===== src/rtl/rtpfr_pkg.sv =====
// ----------------------------------------------------------------------------
// rtpfr_pkg
// Shared widths, constants and controller/datapath handshake types for the
// RTP frame rate observer.
// ----------------------------------------------------------------------------
package rtpfr_pkg;

   // field widths
   localparam int WORD_W = 32;
   localparam int RATE_W = 31;

   // binary gcd common power of two, at most WORD_W-1
   localparam int SHIFT_W = $clog2(WORD_W);

   // divider step counter
   localparam int CNT_W = $clog2(WORD_W);
   localparam logic [CNT_W-1:0] DIV_LAST = CNT_W'(WORD_W - 1);

   // clock rate after reset
   localparam logic [RATE_W-1:0] CLOCK_RATE_RESET = RATE_W'(90000);

   // input function codes
   localparam logic FUNC_OBSERVE = 1'b0;
   localparam logic FUNC_DISCONT = 1'b1;

   // commands from controller to datapath
   typedef struct packed {
      logic load;
      logic gcd_step;
      logic div_start;
      logic div_step;
      logic commit;
      logic respond;
   } cmd_type;

   // status from datapath to controller
   typedef struct packed {
      logic need_rate;
      logic gcd_done;
   } sts_type;

endpackage


===== src/rtl/rtpfr_if.sv =====
// ----------------------------------------------------------------------------
// rtpfr channel interfaces
// Valid/ready channels for packet words, result words and the clock rate
// register write.
// ----------------------------------------------------------------------------

// packet header word
interface rtpfr_req_if import rtpfr_pkg::*; ();
   logic              valid;
   logic              ready;
   logic              func;
   logic [WORD_W-1:0] ssrc;
   logic              marker;
   logic [WORD_W-1:0] timestamp;

   modport source (output valid, func, ssrc, marker, timestamp, input ready);
   modport sink   (input valid, func, ssrc, marker, timestamp, output ready);
endinterface

// result word
interface rtpfr_rsp_if import rtpfr_pkg::*; ();
   logic              valid;
   logic              ready;
   logic              status;
   logic              rate_valid;
   logic [RATE_W-1:0] rate_numerator;
   logic [RATE_W-1:0] rate_denominator;

   modport source (output valid, status, rate_valid, rate_numerator, rate_denominator,
                   input ready);
   modport sink   (input valid, status, rate_valid, rate_numerator, rate_denominator,
                   output ready);
endinterface

// clock rate register write
interface rtpfr_csr_if import rtpfr_pkg::*; ();
   logic              valid;
   logic              ready;
   logic [RATE_W-1:0] clock_rate;

   modport source (output valid, clock_rate, input ready);
   modport sink   (input valid, clock_rate, output ready);
endinterface


===== src/rtl/rtpfr_datapath.sv =====
// ----------------------------------------------------------------------------
// rtpfr_datapath
// Source tracking state, binary gcd unit, two restoring dividers and the
// result word register.
// ----------------------------------------------------------------------------
module rtpfr_datapath import rtpfr_pkg::*; (
   input  logic              clock,
   input  logic              reset,
   input  cmd_type           cmd,
   output sts_type           sts,
   input  logic              req_func,
   input  logic [WORD_W-1:0] req_ssrc,
   input  logic              req_marker,
   input  logic [WORD_W-1:0] req_timestamp,
   input  logic              csr_we,
   input  logic [RATE_W-1:0] csr_clock_rate,
   output logic              rsp_status,
   output logic              rsp_rate_valid,
   output logic [RATE_W-1:0] rsp_rate_numerator,
   output logic [RATE_W-1:0] rsp_rate_denominator
);

   // control state
   logic               src_valid_ff, src_valid_in;
   logic               unit_valid_ff, unit_valid_in;
   logic               rate_valid_ff, rate_valid_in;
   logic               err_ff, err_in;
   logic [RATE_W-1:0]  clock_rate_ff, clock_rate_in;

   // payload state
   logic [WORD_W-1:0]  cur_src_ff, cur_src_in;
   logic [WORD_W-1:0]  unit_time_ff, unit_time_in;
   logic [RATE_W-1:0]  rate_num_ff, rate_num_in;
   logic [RATE_W-1:0]  rate_den_ff, rate_den_in;
   logic [WORD_W-1:0]  delta_ff, delta_in;
   logic [WORD_W-1:0]  a_ff, a_in;
   logic [WORD_W-1:0]  b_ff, b_in;
   logic [SHIFT_W-1:0] k_ff, k_in;
   logic [WORD_W-1:0]  divisor_ff, divisor_in;
   logic [WORD_W-1:0]  rem0_ff, rem0_in;
   logic [WORD_W-1:0]  quo0_ff, quo0_in;
   logic [WORD_W-1:0]  rem1_ff, rem1_in;
   logic [WORD_W-1:0]  quo1_ff, quo1_in;
   logic               out_status_ff, out_status_in;
   logic               out_valid_ff, out_valid_in;
   logic [RATE_W-1:0]  out_num_ff, out_num_in;
   logic [RATE_W-1:0]  out_den_ff, out_den_in;

   // intermediate terms
   logic               new_src;
   logic [WORD_W-1:0]  delta;
   logic               a_ge_b;
   logic [WORD_W-1:0]  a_minus_b;
   logic [WORD_W-1:0]  b_minus_a;
   logic [WORD_W:0]    trial0;
   logic [WORD_W:0]    trial1;
   logic               ge0;
   logic               ge1;

   // next state
   always_comb begin
      src_valid_in  = src_valid_ff;
      unit_valid_in = unit_valid_ff;
      rate_valid_in = rate_valid_ff;
      err_in        = err_ff;
      clock_rate_in = clock_rate_ff;
      cur_src_in    = cur_src_ff;
      unit_time_in  = unit_time_ff;
      rate_num_in   = rate_num_ff;
      rate_den_in   = rate_den_ff;
      delta_in      = delta_ff;
      a_in          = a_ff;
      b_in          = b_ff;
      k_in          = k_ff;
      divisor_in    = divisor_ff;
      rem0_in       = rem0_ff;
      quo0_in       = quo0_ff;
      rem1_in       = rem1_ff;
      quo1_in       = quo1_ff;
      out_status_in = out_status_ff;
      out_valid_in  = out_valid_ff;
      out_num_in    = out_num_ff;
      out_den_in    = out_den_ff;

      new_src   = !src_valid_ff || (cur_src_ff != req_ssrc);
      delta     = req_timestamp - unit_time_ff;
      a_ge_b    = (a_ff >= b_ff);
      a_minus_b = a_ff - b_ff;
      b_minus_a = b_ff - a_ff;
      trial0    = {rem0_ff, quo0_ff[WORD_W-1]};
      trial1    = {rem1_ff, quo1_ff[WORD_W-1]};
      ge0       = (trial0 >= {1'b0, divisor_ff});
      ge1       = (trial1 >= {1'b0, divisor_ff});

      sts.need_rate = (req_func == FUNC_OBSERVE) && req_marker && !new_src &&
                      unit_valid_ff && (delta != '0);
      sts.gcd_done  = (a_ff == '0) || (b_ff == '0);

      // register write
      if (csr_we) begin
         clock_rate_in = csr_clock_rate;
      end

      // take a packet word, update source tracking, seed the gcd
      if (cmd.load) begin
         err_in   = 1'b0;
         a_in     = {1'b0, clock_rate_ff};
         b_in     = delta;
         k_in     = '0;
         delta_in = delta;
         if (req_func == FUNC_DISCONT) begin
            src_valid_in  = 1'b0;
            unit_valid_in = 1'b0;
            rate_valid_in = 1'b0;
         end else begin
            if (new_src) begin
               src_valid_in  = 1'b1;
               cur_src_in    = req_ssrc;
               unit_valid_in = 1'b0;
               rate_valid_in = 1'b0;
            end
            if (req_marker) begin
               unit_valid_in = 1'b1;
               unit_time_in  = req_timestamp;
            end
         end
      end

      // binary gcd, one step a cycle
      if (cmd.gcd_step) begin
         case ({a_ff[0], b_ff[0]})
            2'b00: begin
               a_in = a_ff >> 1;
               b_in = b_ff >> 1;
               k_in = k_ff + SHIFT_W'(1);
            end
            2'b01: begin
               a_in = a_ff >> 1;
            end
            2'b10: begin
               b_in = b_ff >> 1;
            end
            default: begin
               if (a_ge_b) begin
                  a_in = a_minus_b >> 1;
               end else begin
                  b_in = b_minus_a >> 1;
               end
            end
         endcase
      end

      // divide both operands by the odd part of the gcd, power of two shifted out
      if (cmd.div_start) begin
         divisor_in = a_ff | b_ff;
         rem0_in    = '0;
         rem1_in    = '0;
         quo0_in    = {1'b0, clock_rate_ff} >> k_ff;
         quo1_in    = delta_ff >> k_ff;
      end

      // restoring divide step on both dividers
      if (cmd.div_step) begin
         rem0_in = ge0 ? WORD_W'(trial0 - {1'b0, divisor_ff}) : trial0[WORD_W-1:0];
         rem1_in = ge1 ? WORD_W'(trial1 - {1'b0, divisor_ff}) : trial1[WORD_W-1:0];
         quo0_in = {quo0_ff[WORD_W-2:0], ge0};
         quo1_in = {quo1_ff[WORD_W-2:0], ge1};
      end

      // keep the new rate unless the denominator overflows
      if (cmd.commit) begin
         if (quo1_ff[WORD_W-1]) begin
            err_in = 1'b1;
         end else begin
            rate_valid_in = 1'b1;
            rate_num_in   = quo0_ff[RATE_W-1:0];
            rate_den_in   = quo1_ff[RATE_W-1:0];
         end
      end

      // result word
      if (cmd.respond) begin
         out_status_in = err_ff;
         out_valid_in  = rate_valid_ff;
         out_num_in    = rate_valid_ff ? rate_num_ff : '0;
         out_den_in    = rate_valid_ff ? rate_den_ff : '0;
      end
   end

   // control registers
   always_ff @(posedge clock) begin
      if (reset) begin
         src_valid_ff  <= 1'b0;
         unit_valid_ff <= 1'b0;
         rate_valid_ff <= 1'b0;
         err_ff        <= 1'b0;
         clock_rate_ff <= CLOCK_RATE_RESET;
      end else begin
         src_valid_ff  <= src_valid_in;
         unit_valid_ff <= unit_valid_in;
         rate_valid_ff <= rate_valid_in;
         err_ff        <= err_in;
         clock_rate_ff <= clock_rate_in;
      end
   end

   // payload registers
   always_ff @(posedge clock) begin
      cur_src_ff    <= cur_src_in;
      unit_time_ff  <= unit_time_in;
      rate_num_ff   <= rate_num_in;
      rate_den_ff   <= rate_den_in;
      delta_ff      <= delta_in;
      a_ff          <= a_in;
      b_ff          <= b_in;
      k_ff          <= k_in;
      divisor_ff    <= divisor_in;
      rem0_ff       <= rem0_in;
      quo0_ff       <= quo0_in;
      rem1_ff       <= rem1_in;
      quo1_ff       <= quo1_in;
      out_status_ff <= out_status_in;
      out_valid_ff  <= out_valid_in;
      out_num_ff    <= out_num_in;
      out_den_ff    <= out_den_in;
   end

   assign rsp_status           = out_status_ff;
   assign rsp_rate_valid       = out_valid_ff;
   assign rsp_rate_numerator   = out_num_ff;
   assign rsp_rate_denominator = out_den_ff;

endmodule


===== src/rtl/rtpfr_ctrl.sv =====
// ----------------------------------------------------------------------------
// rtpfr_ctrl
// Sequencer: accepts a packet word, runs gcd and divide when a rate is due,
// then presents the result word.
// ----------------------------------------------------------------------------
module rtpfr_ctrl import rtpfr_pkg::*; (
   input  logic    clock,
   input  logic    reset,
   input  logic    req_valid,
   output logic    req_ready,
   output logic    rsp_valid,
   input  logic    rsp_ready,
   input  sts_type sts,
   output cmd_type cmd
);

   localparam logic [2:0] ST_IDLE   = 3'd0;
   localparam logic [2:0] ST_GCD    = 3'd1;
   localparam logic [2:0] ST_DIV    = 3'd2;
   localparam logic [2:0] ST_COMMIT = 3'd3;
   localparam logic [2:0] ST_RESP   = 3'd4;

   logic [2:0]       state_ff, state_in;
   logic [CNT_W-1:0] cnt_ff, cnt_in;
   logic             rsp_valid_ff, rsp_valid_in;

   assign req_ready = (state_ff == ST_IDLE) && !rsp_valid_ff;
   assign rsp_valid = rsp_valid_ff;

   // sequencing
   always_comb begin
      cmd          = '0;
      state_in     = state_ff;
      cnt_in       = cnt_ff;
      rsp_valid_in = rsp_valid_ff;

      // result word taken
      if (rsp_valid_ff && rsp_ready) begin
         rsp_valid_in = 1'b0;
      end

      unique case (state_ff)
         ST_IDLE: begin
            if (req_valid && req_ready) begin
               cmd.load = 1'b1;
               state_in = sts.need_rate ? ST_GCD : ST_RESP;
            end
         end
         ST_GCD: begin
            if (sts.gcd_done) begin
               cmd.div_start = 1'b1;
               cnt_in        = '0;
               state_in      = ST_DIV;
            end else begin
               cmd.gcd_step = 1'b1;
            end
         end
         ST_DIV: begin
            cmd.div_step = 1'b1;
            cnt_in       = cnt_ff + CNT_W'(1);
            if (cnt_ff == DIV_LAST) begin
               state_in = ST_COMMIT;
            end
         end
         ST_COMMIT: begin
            cmd.commit = 1'b1;
            state_in   = ST_RESP;
         end
         ST_RESP: begin
            cmd.respond  = 1'b1;
            rsp_valid_in = 1'b1;
            state_in     = ST_IDLE;
         end
         default: begin
            state_in = ST_IDLE;
         end
      endcase
   end

   // control registers
   always_ff @(posedge clock) begin
      if (reset) begin
         state_ff     <= ST_IDLE;
         cnt_ff       <= '0;
         rsp_valid_ff <= 1'b0;
      end else begin
         state_ff     <= state_in;
         cnt_ff       <= cnt_in;
         rsp_valid_ff <= rsp_valid_in;
      end
   end

endmodule


===== src/rtl/rtp_video_frame_rate_observer_unit.sv =====
// ----------------------------------------------------------------------------
// rtp_video_frame_rate_observer_unit
// Sequence: with no rate formed, an accepted word goes straight to the result
// word; with a rate, binary gcd steps, then divide steps, a commit, the result.
// Throughput: one word at a time; the next is taken once the result is gone,
// set by the shared gcd unit and the 32 step restoring dividers.
// Reset: synchronous; clears the source, unit and rate valid flags and sets clock_rate to 90000.
// ----------------------------------------------------------------------------
module rtp_video_frame_rate_observer_unit import rtpfr_pkg::*; (
   input  logic         clock,
   input  logic         reset,
   rtpfr_req_if.sink    req_chan,
   rtpfr_rsp_if.source  rsp_chan,
   rtpfr_csr_if.sink    csr_chan
);

   cmd_type cmd;
   sts_type sts;

   // register port always ready
   assign csr_chan.ready = 1'b1;

   // sequencer
   rtpfr_ctrl u_ctrl (
      .clock     (clock),
      .reset     (reset),
      .req_valid (req_chan.valid),
      .req_ready (req_chan.ready),
      .rsp_valid (rsp_chan.valid),
      .rsp_ready (rsp_chan.ready),
      .sts       (sts),
      .cmd       (cmd)
   );

   // datapath
   rtpfr_datapath u_datapath (
      .clock                (clock),
      .reset                (reset),
      .cmd                  (cmd),
      .sts                  (sts),
      .req_func             (req_chan.func),
      .req_ssrc             (req_chan.ssrc),
      .req_marker           (req_chan.marker),
      .req_timestamp        (req_chan.timestamp),
      .csr_we               (csr_chan.valid && csr_chan.ready),
      .csr_clock_rate       (csr_chan.clock_rate),
      .rsp_status           (rsp_chan.status),
      .rsp_rate_valid       (rsp_chan.rate_valid),
      .rsp_rate_numerator   (rsp_chan.rate_numerator),
      .rsp_rate_denominator (rsp_chan.rate_denominator)
   );

endmodule

===== src/flat_wrapper.sv =====
// flat-port wrapper written by rule: the top's interface ports become plain ports
module rtp_video_frame_rate_observer_unit_flat import rtpfr_pkg::*;
  (clock, reset, req_chan_valid, req_chan_func, req_chan_ssrc, req_chan_marker, req_chan_timestamp, req_chan_ready, rsp_chan_valid, rsp_chan_status, rsp_chan_rate_valid, rsp_chan_rate_numerator, rsp_chan_rate_denominator, rsp_chan_ready, csr_chan_valid, csr_chan_clock_rate, csr_chan_ready);
  rtpfr_req_if req_chan_i ();
  rtpfr_rsp_if rsp_chan_i ();
  rtpfr_csr_if csr_chan_i ();
  input  logic clock;
  input  logic reset;
  input wire logic [$bits(req_chan_i.valid)-1:0] req_chan_valid;
  input wire logic [$bits(req_chan_i.func)-1:0] req_chan_func;
  input wire logic [$bits(req_chan_i.ssrc)-1:0] req_chan_ssrc;
  input wire logic [$bits(req_chan_i.marker)-1:0] req_chan_marker;
  input wire logic [$bits(req_chan_i.timestamp)-1:0] req_chan_timestamp;
  output wire logic [$bits(req_chan_i.ready)-1:0] req_chan_ready;
  output wire logic [$bits(rsp_chan_i.valid)-1:0] rsp_chan_valid;
  output wire logic [$bits(rsp_chan_i.status)-1:0] rsp_chan_status;
  output wire logic [$bits(rsp_chan_i.rate_valid)-1:0] rsp_chan_rate_valid;
  output wire logic [$bits(rsp_chan_i.rate_numerator)-1:0] rsp_chan_rate_numerator;
  output wire logic [$bits(rsp_chan_i.rate_denominator)-1:0] rsp_chan_rate_denominator;
  input wire logic [$bits(rsp_chan_i.ready)-1:0] rsp_chan_ready;
  input wire logic [$bits(csr_chan_i.valid)-1:0] csr_chan_valid;
  input wire logic [$bits(csr_chan_i.clock_rate)-1:0] csr_chan_clock_rate;
  output wire logic [$bits(csr_chan_i.ready)-1:0] csr_chan_ready;
  assign req_chan_i.valid = req_chan_valid;
  assign req_chan_i.func = req_chan_func;
  assign req_chan_i.ssrc = req_chan_ssrc;
  assign req_chan_i.marker = req_chan_marker;
  assign req_chan_i.timestamp = req_chan_timestamp;
  assign req_chan_ready = req_chan_i.ready;
  assign rsp_chan_valid = rsp_chan_i.valid;
  assign rsp_chan_status = rsp_chan_i.status;
  assign rsp_chan_rate_valid = rsp_chan_i.rate_valid;
  assign rsp_chan_rate_numerator = rsp_chan_i.rate_numerator;
  assign rsp_chan_rate_denominator = rsp_chan_i.rate_denominator;
  assign rsp_chan_i.ready = rsp_chan_ready;
  assign csr_chan_i.valid = csr_chan_valid;
  assign csr_chan_i.clock_rate = csr_chan_clock_rate;
  assign csr_chan_ready = csr_chan_i.ready;
  rtp_video_frame_rate_observer_unit u_core (.clock(clock), .reset(reset), .req_chan(req_chan_i), .rsp_chan(rsp_chan_i), .csr_chan(csr_chan_i));
endmodule

===== config.mk =====
export PLATFORM = sky130hd
export DESIGN_NAME = rtp_video_frame_rate_observer_unit_flat
export DESIGN_NICKNAME = d
export VERILOG_FILES = /design/src/rtl/rtpfr_pkg.sv /design/src/rtl/rtpfr_if.sv /design/src/rtl/rtpfr_datapath.sv /design/src/rtl/rtpfr_ctrl.sv /design/src/rtl/rtp_video_frame_rate_observer_unit.sv /design/src/flat_wrapper.sv
export SDC_FILE = /design/constraint.sdc
export NUM_CORES = 1
export LEC_CHECK = 0
export ABC_CLOCK_PERIOD_IN_PS = 7800
export BUFFER_PORTS_ARGS = -buffer_cell sky130_fd_sc_hd__buf_2
export CORE_MARGIN = 2
export CORE_UTILIZATION = 30
export CTS_CLUSTER_SIZE = 30
export DETAILED_ROUTE_END_ITERATION = 12
export GPL_ROUTABILITY_DRIVEN = 0
export PLACE_DENSITY = 0.57
export SLEW_MARGIN = 25
export SYNTH_ARGS = -nofsm -noshare
export SYNTH_HDL_FRONTEND = slang
export SYNTH_SLANG_ARGS = --single-unit

===== constraint.sdc =====
create_clock -name clock -period 7.8 [get_ports clock]
set_clock_uncertainty 0.15 [all_clocks]
set_input_delay 1.17 -clock clock [delete_from_list [all_inputs] [get_ports clock]]
set_output_delay 1.17 -clock clock [all_outputs]
set_load 0.005 [all_outputs]

==> impl_metrics.csv <==
group,metric,value,unit
run_status,status,"finished, final reports clean",
cts,post-cts-setup-buffers,0,
power_and_ir_drop,pwr_density_cell,218,mW/mm2
sta,tightest_slew,1050,ps
synth,syn-num-nets,3559,
synth,synth_cell_types,116,
worst_setup_path,arrival,4540,ps
floorplan,boundaryPins,169,
route,drc,0,
cts,clockBufferDepth,3,
cts,worstSkewPairLatency,640,ps
worst_setup_path,cp-start-kind,"register",
cells_and_area,nets,3643,
sta,maxClockFrequency,239,MHz
worst_setup_path,crit_fanout,8,
synth,postSynthAreaPerCell,9.81,um2
placed_design,port_buffers,167,
cts,cts_resized,0,
cts,cts_buffers,55,
route,drt-total-wl,98000,um
global_route,grt_pass1_vias,24100,
sta,relSlewSlack,28.9,%
synth,muxShareOfSynthArea,6.46,%
power_and_ir_drop,power_frac_seq,40.4,%
worst_setup_path,worstSetupPathType,"register to register",
route,num_vias,25700,
synth,synth_area_leaders,"edfxtp_1, ha_1, dfxtp_1, a21oi_1, nor2_1",
cells_and_area,n_fill_cell,10700,
synth,syn_area,0.0320,mm2
sta,finalSetupViolCount,0,
global_route,overflow,0,
cts,cts_sinks,495,
floorplan,initial_utilization,30.3,%
synth,synth_common_cells,"edfxtp_1, a21oi_1, nor2_1",
global_route,track_usage,17.4,%
power_and_ir_drop,p_leak,0.0137,uW
worst_setup_path,cp-end-kind,"register",
synth,yosysTopAreaCell,"edfxtp_1",
power_and_ir_drop,ir_drop,0.180,mV
synth,synth_top_area_share,35.9,%
cells_and_area,layout-drive-gt1-share,12.6,%
sta,rsz0062_at_grt,"false",
synth,synth_fa_ha_area_share,7.91,%
synth,async_flop_share,0,%
synth,synth_ff_type,"edfxtp_1",
floorplan,rows,119,
job,maxCapViolations,0,
synth,synth-compound-area-share,19.2,%
synth,postSynthCellCount,3258,
power_and_ir_drop,clkPwrFrac,32.6,%
power_and_ir_drop,p_int,5210,uW
synth,synth_edf_count,382,
power_and_ir_drop,p_comb_share,27.1,%
cts,cts.clk_slew.worst_paths,60,ps
sta,slew_viol_final,0,
worst_setup_path,cp.required,8150,ps
route,ant_nets,0,
synth,synth.ff_latch_count,495,
cells_and_area,area_growth,12.1,%
sta,hold_viol,0,
cts,cts_hold_buf,0,
placed_design,dp_hpwl,74200,um
global_route,antenna_found_initial,4,
global_route,grt_max_degree,80,
synth,yosys_warnings,0,
sta,fin_crit_sh,53.6,%
route,drt_first_pass_iters,7,
synth,yosysMostFrequentCell,"edfxtp_1",
power_and_ir_drop,power,7820,uW
cts,cts_tree,"built",
synth,synth-xor-area-share,4.27,%
sta,fin_crit,4180,ps
route,vias_per_cell,5.37,
floorplan,dieWidth,330,um
cts,htreeDepth,2,
synth,yosys.area_share.simple,13.8,%
route,drtIter0Drc,2472,
floorplan,dieArea,0.109,mm2
worst_hold_path,hold_class,"register to register",
synth,synth_top_family_by_area,"compound AO/OA/AOI/OAI gates",
sta,whs,291,ps
power_and_ir_drop,p_sw_share,33.4,%
synth,synth-seq-area-share,43.0,%
sta,tns,0,ps
cts,cts_root_buf,"clkbuf_16",
floorplan,die_h,330,um
route,post_drt_wl_per_cell,20.5,um
power_and_ir_drop,switching_power,2620,uW
floorplan,core-area,0.106,mm2
global_route,grt_pass1_wl,148000,um
==> sequential cells by signal, indices dropped and copies added, names as in the netlist, 3 cells and up <==
signal                                  cells
u_core.u_datapath.a_ff                     32
u_core.u_datapath.b_ff                     32
u_core.u_datapath.cur_src_ff               32
u_core.u_datapath.delta_ff                 32
u_core.u_datapath.divisor_ff               32
u_core.u_datapath.quo0_ff                  32
u_core.u_datapath.quo1_ff                  32
u_core.u_datapath.rem0_ff                  32
u_core.u_datapath.rem1_ff                  32
u_core.u_datapath.unit_time_ff             32
u_core.u_datapath.clock_rate_ff            31
u_core.u_datapath.rate_den_ff              31
u_core.u_datapath.rate_num_ff              31
u_core.u_datapath.rsp_rate_denominator     31
u_core.u_datapath.rsp_rate_numerator       31
u_core.u_ctrl.cnt_ff                        5
u_core.u_datapath.k_ff                      5
u_core.u_ctrl.state_ff                      3
==> cells in the final DEF, fill, tap and decap left out, types with 54 or more instances in the layout <==
| cell | instances |
|---|---|
| a211oi_1 | 58 |
| dfxtp_1 | 110 |
| and2_1 | 83 |
| nor2_1 | 284 |
| xnor2_1 | 102 |
| clkbuf_16 | 57 |
| inv_1 | 235 |
| a21oi_1 | 336 |
| buf_2 | 167 |
| o21ai_0 | 133 |
| mux2i_1 | 104 |
| ha_1 | 194 |
| edfxtp_1 | 382 |
| nand2_1 | 211 |
| xor2_1 | 54 |
==> critical path, stage by stage, from the launching register on <==
cell,delay [ps]
dfxtp_1,460
inv_1,120
ha_1,360
fa_1,470
o21ba_2,230
nor4_1,390
nor4b_2,160
or3_1,430
a31o_2,300
o211ai_1,290
a21o_1,260
nand2b_1,130
a21oi_1,70
a211o_1,240
==> final timing paths <==
kind	start	end	slack, ps	cells past startpoint
worst max register to register	u_core.u_datapath.b_ff[0]$_DFF_P_	u_core.u_datapath.b_ff[25]$_DFF_P_	3620	13
worst min register to register	u_core.u_datapath.quo0_ff[9]$_DFFE_PP_	u_core.u_datapath.rate_num_ff[9]$_DFFE_PP_	290	0
worst min-delay path	u_core.u_datapath.quo0_ff[9]$_DFFE_PP_	u_core.u_datapath.rate_num_ff[9]$_DFFE_PP_	290	0
worst max-delay path	u_core.u_datapath.b_ff[0]$_DFF_P_	u_core.u_datapath.b_ff[25]$_DFF_P_	3620	13
==> area by class of cell <==
| type | instances | area, um2 | share of cell area (%) |
|---|---|---|---|
| multi-input cells | 2343 | 16600 | 46.3 |
| flip-flops and latches | 495 | 13700 | 38.4 |
| well taps | 1391 | 1740 | 4.86 |
| repair buffers | 200 | 1080 | 3.02 |
| diodes | 1 | 2.50 | 0.00699 |
| clock buffers | 80 | 1550 | 4.33 |
| clock inverters | 23 | 181 | 0.506 |
| inverters | 247 | 935 | 2.61 |
==> metrics by stage <==
step	worst slack, ps	cells	instance area (um2)	util (%)
3_5_place_dp	3250	4676	34100	32.3
5_1_grt	3360	4779	35800	33.9
2_1_floorplan	677	3258	32000	-
3_3_place_gp	3210	4676	34100	32.3
4_1_cts	3460	4779	35800	33.9
6_report	3620	4780	35800	33.9
==> power by group through the flow <==
stage | combinational (uW) | sequential [uW] | clock (uW)
6_report | 2120 | 3160 | 2550
5_1_grt | 2290 | 3170 | 2700
4_1_cts | 2070 | 3150 | 2610
3_5_place_dp | 2060 | 3200 | 0
3_3_place_gp | 2060 | 3200 | 0
2_1_floorplan | 1510 | 3120 | 0
==> cell families after synthesis <==
group | Yosys count
simple gates | 899
flops | 495
xor+xnor | 156
other cells | 1
fa+ha+maj | 199
compound gates | 931
mux | 157
buf+inv | 420
==> per-layer routing <==
metal / global-route usage, % / wire, um
met5: 0 / 12
met4: 3.74 / 1720
met3: 2.97 / 7980
met1: 26.2 / 46300
met2: 26.0 / 41900
Power figures use the tool's default switching activity.
